File: src/sv/qfd_pkg.sv
// Package for the QoS flow description parser: item types, parser state and role codes.
package qfd_pkg;

   localparam logic [2:0] ROLE_QFI   = 3'd0;
   localparam logic [2:0] ROLE_OPC   = 3'd1;
   localparam logic [2:0] ROLE_CNT   = 3'd2;
   localparam logic [2:0] ROLE_PID   = 3'd3;
   localparam logic [2:0] ROLE_PLEN  = 3'd4;
   localparam logic [2:0] ROLE_UNIT  = 3'd5;
   localparam logic [2:0] ROLE_RATE  = 3'd6;
   localparam logic [2:0] ROLE_OTHER = 3'd7;

   localparam logic [7:0] RATE_ID_FIRST = 8'h02;
   localparam logic [7:0] RATE_ID_LAST  = 8'h05;
   localparam logic [7:0] FLOW_COUNT_MAX = 8'hff;

   typedef struct packed {
      logic [7:0] data_byte;
      logic       last_byte;
   } qfd_req_type;

   typedef struct packed {
      logic [2:0]  byte_role;
      logic [15:0] field_value;
      logic        rate_complete;
      logic        ext_bit;
      logic [7:0]  flow_index;
      logic [5:0]  param_index;
      logic        truncated;
   } qfd_rsp_type;

   typedef struct packed {
      logic [2:0] parse_phase;
      logic [5:0] params_left;
      logic [7:0] content_left;
      logic [7:0] current_param_id;
      logic [1:0] rate_bytes_seen;
      logic [7:0] rate_high_byte;
      logic [7:0] flow_count;
      logic [5:0] param_count;
   } qfd_state_type;

   localparam qfd_state_type STATE_RESET = '{
      parse_phase:      ROLE_QFI,
      params_left:      6'd0,
      content_left:     8'd0,
      current_param_id: 8'd0,
      rate_bytes_seen:  2'd0,
      rate_high_byte:   8'd0,
      flow_count:       8'd1,
      param_count:      6'd0
   };

endpackage

File: src/sv/qfd_core.sv
// Per-byte decode: tags one byte and computes the parser's next state.
module qfd_core (
   input  qfd_pkg::qfd_state_type cur_state,
   input  qfd_pkg::qfd_req_type   req_item,
   output qfd_pkg::qfd_state_type nxt_state,
   output qfd_pkg::qfd_rsp_type   rsp_item
);
   import qfd_pkg::*;

   logic [7:0] b;
   logic       param_end;
   logic       flow_end;
   logic [5:0] params_dec;
   logic [7:0] content_dec;
   logic       is_rate;
   qfd_state_type st;

   assign b           = req_item.data_byte;
   assign content_dec = cur_state.content_left - 8'd1;
   assign is_rate     = (cur_state.current_param_id >= RATE_ID_FIRST) &&
                        (cur_state.current_param_id <= RATE_ID_LAST);

   always_comb begin
      st                     = cur_state;
      param_end              = 1'b0;
      flow_end               = 1'b0;
      params_dec             = 6'd0;
      rsp_item.byte_role     = cur_state.parse_phase;
      rsp_item.field_value   = {8'd0, b};
      rsp_item.rate_complete = 1'b0;
      rsp_item.ext_bit       = 1'b0;
      rsp_item.flow_index    = cur_state.flow_count;
      rsp_item.param_index   = 6'd0;
      rsp_item.truncated     = 1'b0;

      case (cur_state.parse_phase)
         ROLE_QFI: begin
            rsp_item.field_value = {10'd0, b[5:0]};
            st.parse_phase = ROLE_OPC;
         end
         ROLE_OPC: begin
            rsp_item.field_value = {13'd0, b[7:5]};
            st.parse_phase = ROLE_CNT;
         end
         ROLE_CNT: begin
            rsp_item.field_value = {10'd0, b[5:0]};
            rsp_item.ext_bit = b[6];
            st.params_left = b[5:0];
            st.param_count = 6'd0;
            if (b[5:0] == 6'd0) begin
               flow_end = 1'b1;
            end else begin
               st.parse_phase = ROLE_PID;
            end
         end
         ROLE_PID: begin
            st.current_param_id = b;
            st.param_count = cur_state.param_count + 6'd1;
            rsp_item.param_index = cur_state.param_count + 6'd1;
            st.parse_phase = ROLE_PLEN;
         end
         ROLE_PLEN: begin
            rsp_item.param_index = cur_state.param_count;
            st.content_left = b;
            if (b == 8'd0) begin
               param_end = 1'b1;
            end else if (is_rate) begin
               st.parse_phase = ROLE_UNIT;
            end else begin
               st.parse_phase = ROLE_OTHER;
            end
         end
         ROLE_UNIT: begin
            rsp_item.param_index = cur_state.param_count;
            st.rate_bytes_seen = 2'd0;
            st.content_left = content_dec;
            if (content_dec == 8'd0) begin
               param_end = 1'b1;
            end else begin
               st.parse_phase = ROLE_RATE;
            end
         end
         ROLE_RATE: begin
            rsp_item.param_index = cur_state.param_count;
            if (cur_state.rate_bytes_seen == 2'd0) begin
               st.rate_high_byte = b;
               st.rate_bytes_seen = 2'd1;
            end else if (cur_state.rate_bytes_seen == 2'd1) begin
               rsp_item.field_value = {cur_state.rate_high_byte, b};
               rsp_item.rate_complete = 1'b1;
               st.rate_bytes_seen = 2'd2;
            end else begin
               rsp_item.byte_role = ROLE_OTHER;
            end
            st.content_left = content_dec;
            if (content_dec == 8'd0) begin
               param_end = 1'b1;
            end
         end
         default: begin
            rsp_item.param_index = cur_state.param_count;
            st.content_left = content_dec;
            if (content_dec == 8'd0) begin
               param_end = 1'b1;
            end
         end
      endcase

      if (param_end) begin
         params_dec = st.params_left - 6'd1;
         st.content_left = 8'd0;
         st.params_left = params_dec;
         if (params_dec == 6'd0) begin
            flow_end = 1'b1;
         end else begin
            st.parse_phase = ROLE_PID;
         end
      end

      if (flow_end) begin
         if (cur_state.flow_count != FLOW_COUNT_MAX) begin
            st.flow_count = cur_state.flow_count + 8'd1;
         end
         st.param_count = 6'd0;
         st.params_left = 6'd0;
         st.parse_phase = ROLE_QFI;
      end

      if (req_item.last_byte) begin
         rsp_item.truncated = (st.parse_phase != ROLE_QFI);
         st = STATE_RESET;
      end

      nxt_state = st;
   end

endmodule

File: src/sv/qos_flow_description_parser.sv
// Top level of the QoS flow description parser: input register, decode and result register.
//
// Feed the content bytes of one QoS flow descriptions element on the req_ channel,
// one byte per item, with last_byte set on the final byte. Each byte yields one
// result item on the rsp_ channel carrying its role, the extracted field, the
// 16-bit rate on the second rate byte, and the flow and parameter indexes.
// An item moves when valid is high and stall is low.
// Path: an accepted byte waits in the input register, then its decode lands in
// the result register.
// Throughput: one byte per cycle while rsp_stall is low.
// When rsp_stall holds, the result register and the input register both hold;
// one more byte is taken into the empty input register, then req_stall rises.
// Reset clears both stages and returns the parser to expecting a flow
// identifier with the flow count at one. After each last byte the parser
// returns to that same state on its own.
module qos_flow_description_parser (
   input  logic                 clock,
   input  logic                 reset,
   input  logic                 req_valid,
   output logic                 req_stall,
   input  qfd_pkg::qfd_req_type req_item,
   output logic                 rsp_valid,
   input  logic                 rsp_stall,
   output qfd_pkg::qfd_rsp_type rsp_item
);
   import qfd_pkg::*;

   logic          in_valid_ff;
   qfd_req_type   in_item_ff;
   logic          out_valid_ff;
   qfd_rsp_type   out_item_ff;
   qfd_state_type state_ff;
   qfd_state_type state_in;
   qfd_rsp_type   rsp_in;
   logic          advance;

   qfd_core u_core (
      .cur_state (state_ff),
      .req_item  (in_item_ff),
      .nxt_state (state_in),
      .rsp_item  (rsp_in)
   );

   assign advance   = in_valid_ff && (!out_valid_ff || !rsp_stall);
   assign req_stall = in_valid_ff && !advance;
   assign rsp_valid = out_valid_ff;
   assign rsp_item  = out_item_ff;

   always_ff @(posedge clock) begin
      if (reset) begin
         in_valid_ff  <= 1'b0;
         out_valid_ff <= 1'b0;
         state_ff     <= STATE_RESET;
      end else begin
         if (req_valid && !req_stall) begin
            in_valid_ff <= 1'b1;
            in_item_ff  <= req_item;
         end else if (advance) begin
            in_valid_ff <= 1'b0;
         end
         if (advance) begin
            out_valid_ff <= 1'b1;
            out_item_ff  <= rsp_in;
            state_ff     <= state_in;
         end else if (!rsp_stall) begin
            out_valid_ff <= 1'b0;
         end
      end
   end

endmodule
File: config.mk
export PLATFORM = sky130hd
export DESIGN_NAME = qos_flow_description_parser
export DESIGN_NICKNAME = d
export VERILOG_FILES = /design/src/sv/qfd_pkg.sv /design/src/sv/qfd_core.sv /design/src/sv/qos_flow_description_parser.sv
export SDC_FILE = /design/constraint.sdc
export NUM_CORES = 1
export LEC_CHECK = 0
export BUFFER_PORTS_ARGS = -buffer_cell sky130_fd_sc_hd__clkbuf_2
export CORE_MARGIN = 3
export CORE_UTILIZATION = 57
export CTS_BUF_LIST = sky130_fd_sc_hd__clkbuf_8
export CTS_CLUSTER_SIZE = 12
export DETAILED_ROUTE_END_ITERATION = 7
export GPL_TIMING_DRIVEN = 0
export PLACE_DENSITY = 0.77
export SETUP_SLACK_MARGIN = 0.3
export SLEW_MARGIN = 20
export SYNTH_ARGS = -nofsm -noshare
export SYNTH_HDL_FRONTEND = slang
export SYNTH_HIERARCHICAL = 1
export SYNTH_SLANG_ARGS = --single-unit
File: constraint.sdc
create_clock -name clock -period 6.23 [get_ports clock]
set_input_delay 0.3115 -clock clock [delete_from_list [all_inputs] [get_ports clock]]
set_output_delay 0.3115 -clock clock [all_outputs]
set_load 0.05 [all_outputs]
==> results.json <==
{
  "worst_clock_skew_ns": 0.01841,
  "cts_tree": "done",
  "hpwl_um": 8898,
  "grt_setup_unrepaired": "no",
  "via_per_inst": 5.660,
  "overflow": 0,
  "grtUsageTotal": 0.2392,
  "hold_path_class": "input pin to flop",
  "cpMaxStageDelayCell": "or4_1",
  "r2r-start": "state_ff[46]$_SDFFE_PP0P_",
  "clkPwrFrac": 0.344,
  "grt_pass1_wl_um": 21140,
  "clock_path_buffers": 2,
  "antenna_found_initial": 0,
  "fin_total_pwr_mw": 1.200,
  "drt_iter0_markers": 358,
  "postRouteAntennaNets": 0,
  "ctsHoldBuffers": 0,
  "portBuffers": 49,
  "die_area_um2": 10940,
  "layout_common_cells": "nand2b_1 (96), mux2i_1 (57), nand2_1 (51), dfxtp_1 (50), clkbuf_2 (49)",
  "max_freq_mhz": 328.8,
  "intPower_mw": 0.8634,
  "floorplan.initialDensity": 0.5941,
  "final_area_um2": 6157,
  "cap_viol_max_count": 0,
  "setup_viol": 0,
  "fin_crit_ns": 3.041,
  "worstSkewPairLatency_ns": 0.39,
  "fillCellCount": 781,
  "synth_nets": 604,
  "clk_pin_slew_ns": 0.12,
  "ff2ff_path_depth": 12,
  "pwr-share-comb": 0.096,
  "post-route-util": 0.6601,
  "io-pin-count": 51,
  "fp.coreArea_um2": 9328,
  "rr_endpoint": "state_ff[9]$_SDFFE_PP0P_",
  "vias": 4392,
  "dieHeight_um": 104.6,
  "cpPeakStageDelay_ns": 0.52,
  "fin_crit_sh": 0.4882,
  "cts_buffers": 9,
  "power.density_nw_per_um2": 194.9,
  "cts.sinks": 95,
  "area_growth_pct": 11.11,
  "arrival_ns": 3.35,
  "grt_pass1_vias": 4281,
  "fp.dieW_um": 104.6,
  "rrSetupSlack_ns": 3.19,
  "p_switching_mw": 0.3366,
  "grt_max_degree": 37,
  "p_sw_frac": 0.2805,
  "tightestPinTransition_ns": 0.8223,
  "hold_depth": 1,
  "drv_slew": 0,
  "power_leakage_nw": 2.141,
  "max_slew_margin": 0.4518,
  "routedWlPerCell_um": 16.18,
  "syn_area_um2": 5542,
  "yosysWarningCount": 6,
  "peakVddDrop_v": 0.0001280,
  "start_kind": "flop",
  "mostFrequentLayoutCell": "nand2b_1",
  "cts_setup_buffers": 0,
  "gp_congestion": 0.9849,
  "path_cells": "buf_6 -> nor3b_4 -> buf_6 -> mux2i_1 -> ha_1 -> xor2_1 -> and3_1 -> a21oi_4 -> or4_1 -> a21oi_1 -> nand2b_1 -> mux2i_1",
  "avgSynthCellArea_um2": 9.522,
  "htreeDepth": 3,
  "power_frac_seq": 0.560,
  "crit_type": "flop to flop",
  "crit_start": "state_ff[46]$_SDFFE_PP0P_",
  "dr.pass1.iters": 5,
  "hold_viol_final": 0,
  "end_kind": "flop",
  "diodes": 0,
  "layout.nets": 664,
  "crit_required_ns": 6.54,
  "routed_wl_um": 12560,
  "place_area_um2": 5949,
  "root_buffer": "clkbuf_8",
  "timing.setup.tns_ns": 0,
  "drive_gt1_frac": 0.1592,
  "outcome": "finished clean",
  "drc": 0,
  "cp_max_fo": 10,
  "cts_resized": 0,
  "row_count": 35,
  "synth_cells": 582,
  "endpoint": "state_ff[9]$_SDFFE_PP0P_"
}
## cell type report
cell class	instances	area, µm²	area share
multi-input cells	433	2839	0.4611
inverters	8	30.03	0.004877
repair buffers	49	245.2	0.03983
plain buffers	46	326.6	0.05304
flip-flops and latches	95	2352	0.3820
clock inverters	7	78.83	0.01280
clock buffers	9	123.9	0.02012
well taps	129	161.4	0.02621
## routing by layer
layer | track usage | part of all wire
met1 | 0.3227 | 0.45
met2 | 0.3856 | 0.46
met3 | 0.03891 | 0.062
met4 | 0.09653 | 0.028
met5 | 0 | 0
## sequential cells by signal (all words and copies together) (netlist names)
name	flops
in_item_ff	9
in_valid_ff	1
rsp_item	36
rsp_valid	1
state_ff	48
## worst max-delay path, delay by kind of cell (launching register included)
| kind | cells | cell delay [ns] |
|---|---|---|
| buffers and inverters | 2 | 0.34 |
| AOI/OAI and AO/OA | 2 | 0.28 |
| xor gates and xnor gates | 1 | 0.14 |
| muxes | 2 | 0.47 |
| and+or+nand+nor | 4 | 1.14 |
| adders and majority gates | 1 | 0.27 |
| DFF | 1 | 0.34 |
## worst min-delay path by stage
| stage | start | endpoint |
|---|---|---|
| detailed placement | state_ff[28]$_SDFFE_PP0P_ | state_ff[28]$_SDFFE_PP0P_ |
| global route | req_item[1] | in_item_ff[1]$_DFFE_PP_ |
| floorplan | req_item[0] | in_item_ff[0]$_DFFE_PP_ |
| CTS | req_item[1] | in_item_ff[1]$_DFFE_PP_ |
| finish | req_item[1] | in_item_ff[1]$_DFFE_PP_ |
| global placement | state_ff[46]$_SDFFE_PP0P_ | state_ff[46]$_SDFFE_PP0P_ |
## stage by stage
stage | setup WS, ns | hold slack (ns) | instances
floorplan | 3.579 | 0.4104 | 582
global placement | 3.339 | 0.4711 | 760
detailed placement | 3.236 | 0.4855 | 760
CTS | 3.209 | 0.08970 | 776
global route | 3.025 | 0.08157 | 776
finish | 3.189 | 0.09497 | 776
## power by group through the flow
stage                     sequential, mW  combinational (mW)  clock (mW)
final                              0.672               0.115       0.413
after global routing               0.673               0.122       0.450
after global placement             0.686               0.113           0
after floorplan                    0.709              0.0619           0
after CTS                          0.672               0.115       0.421
after detailed placement           0.686               0.115           0
Power figures use the tool's default switching activity.
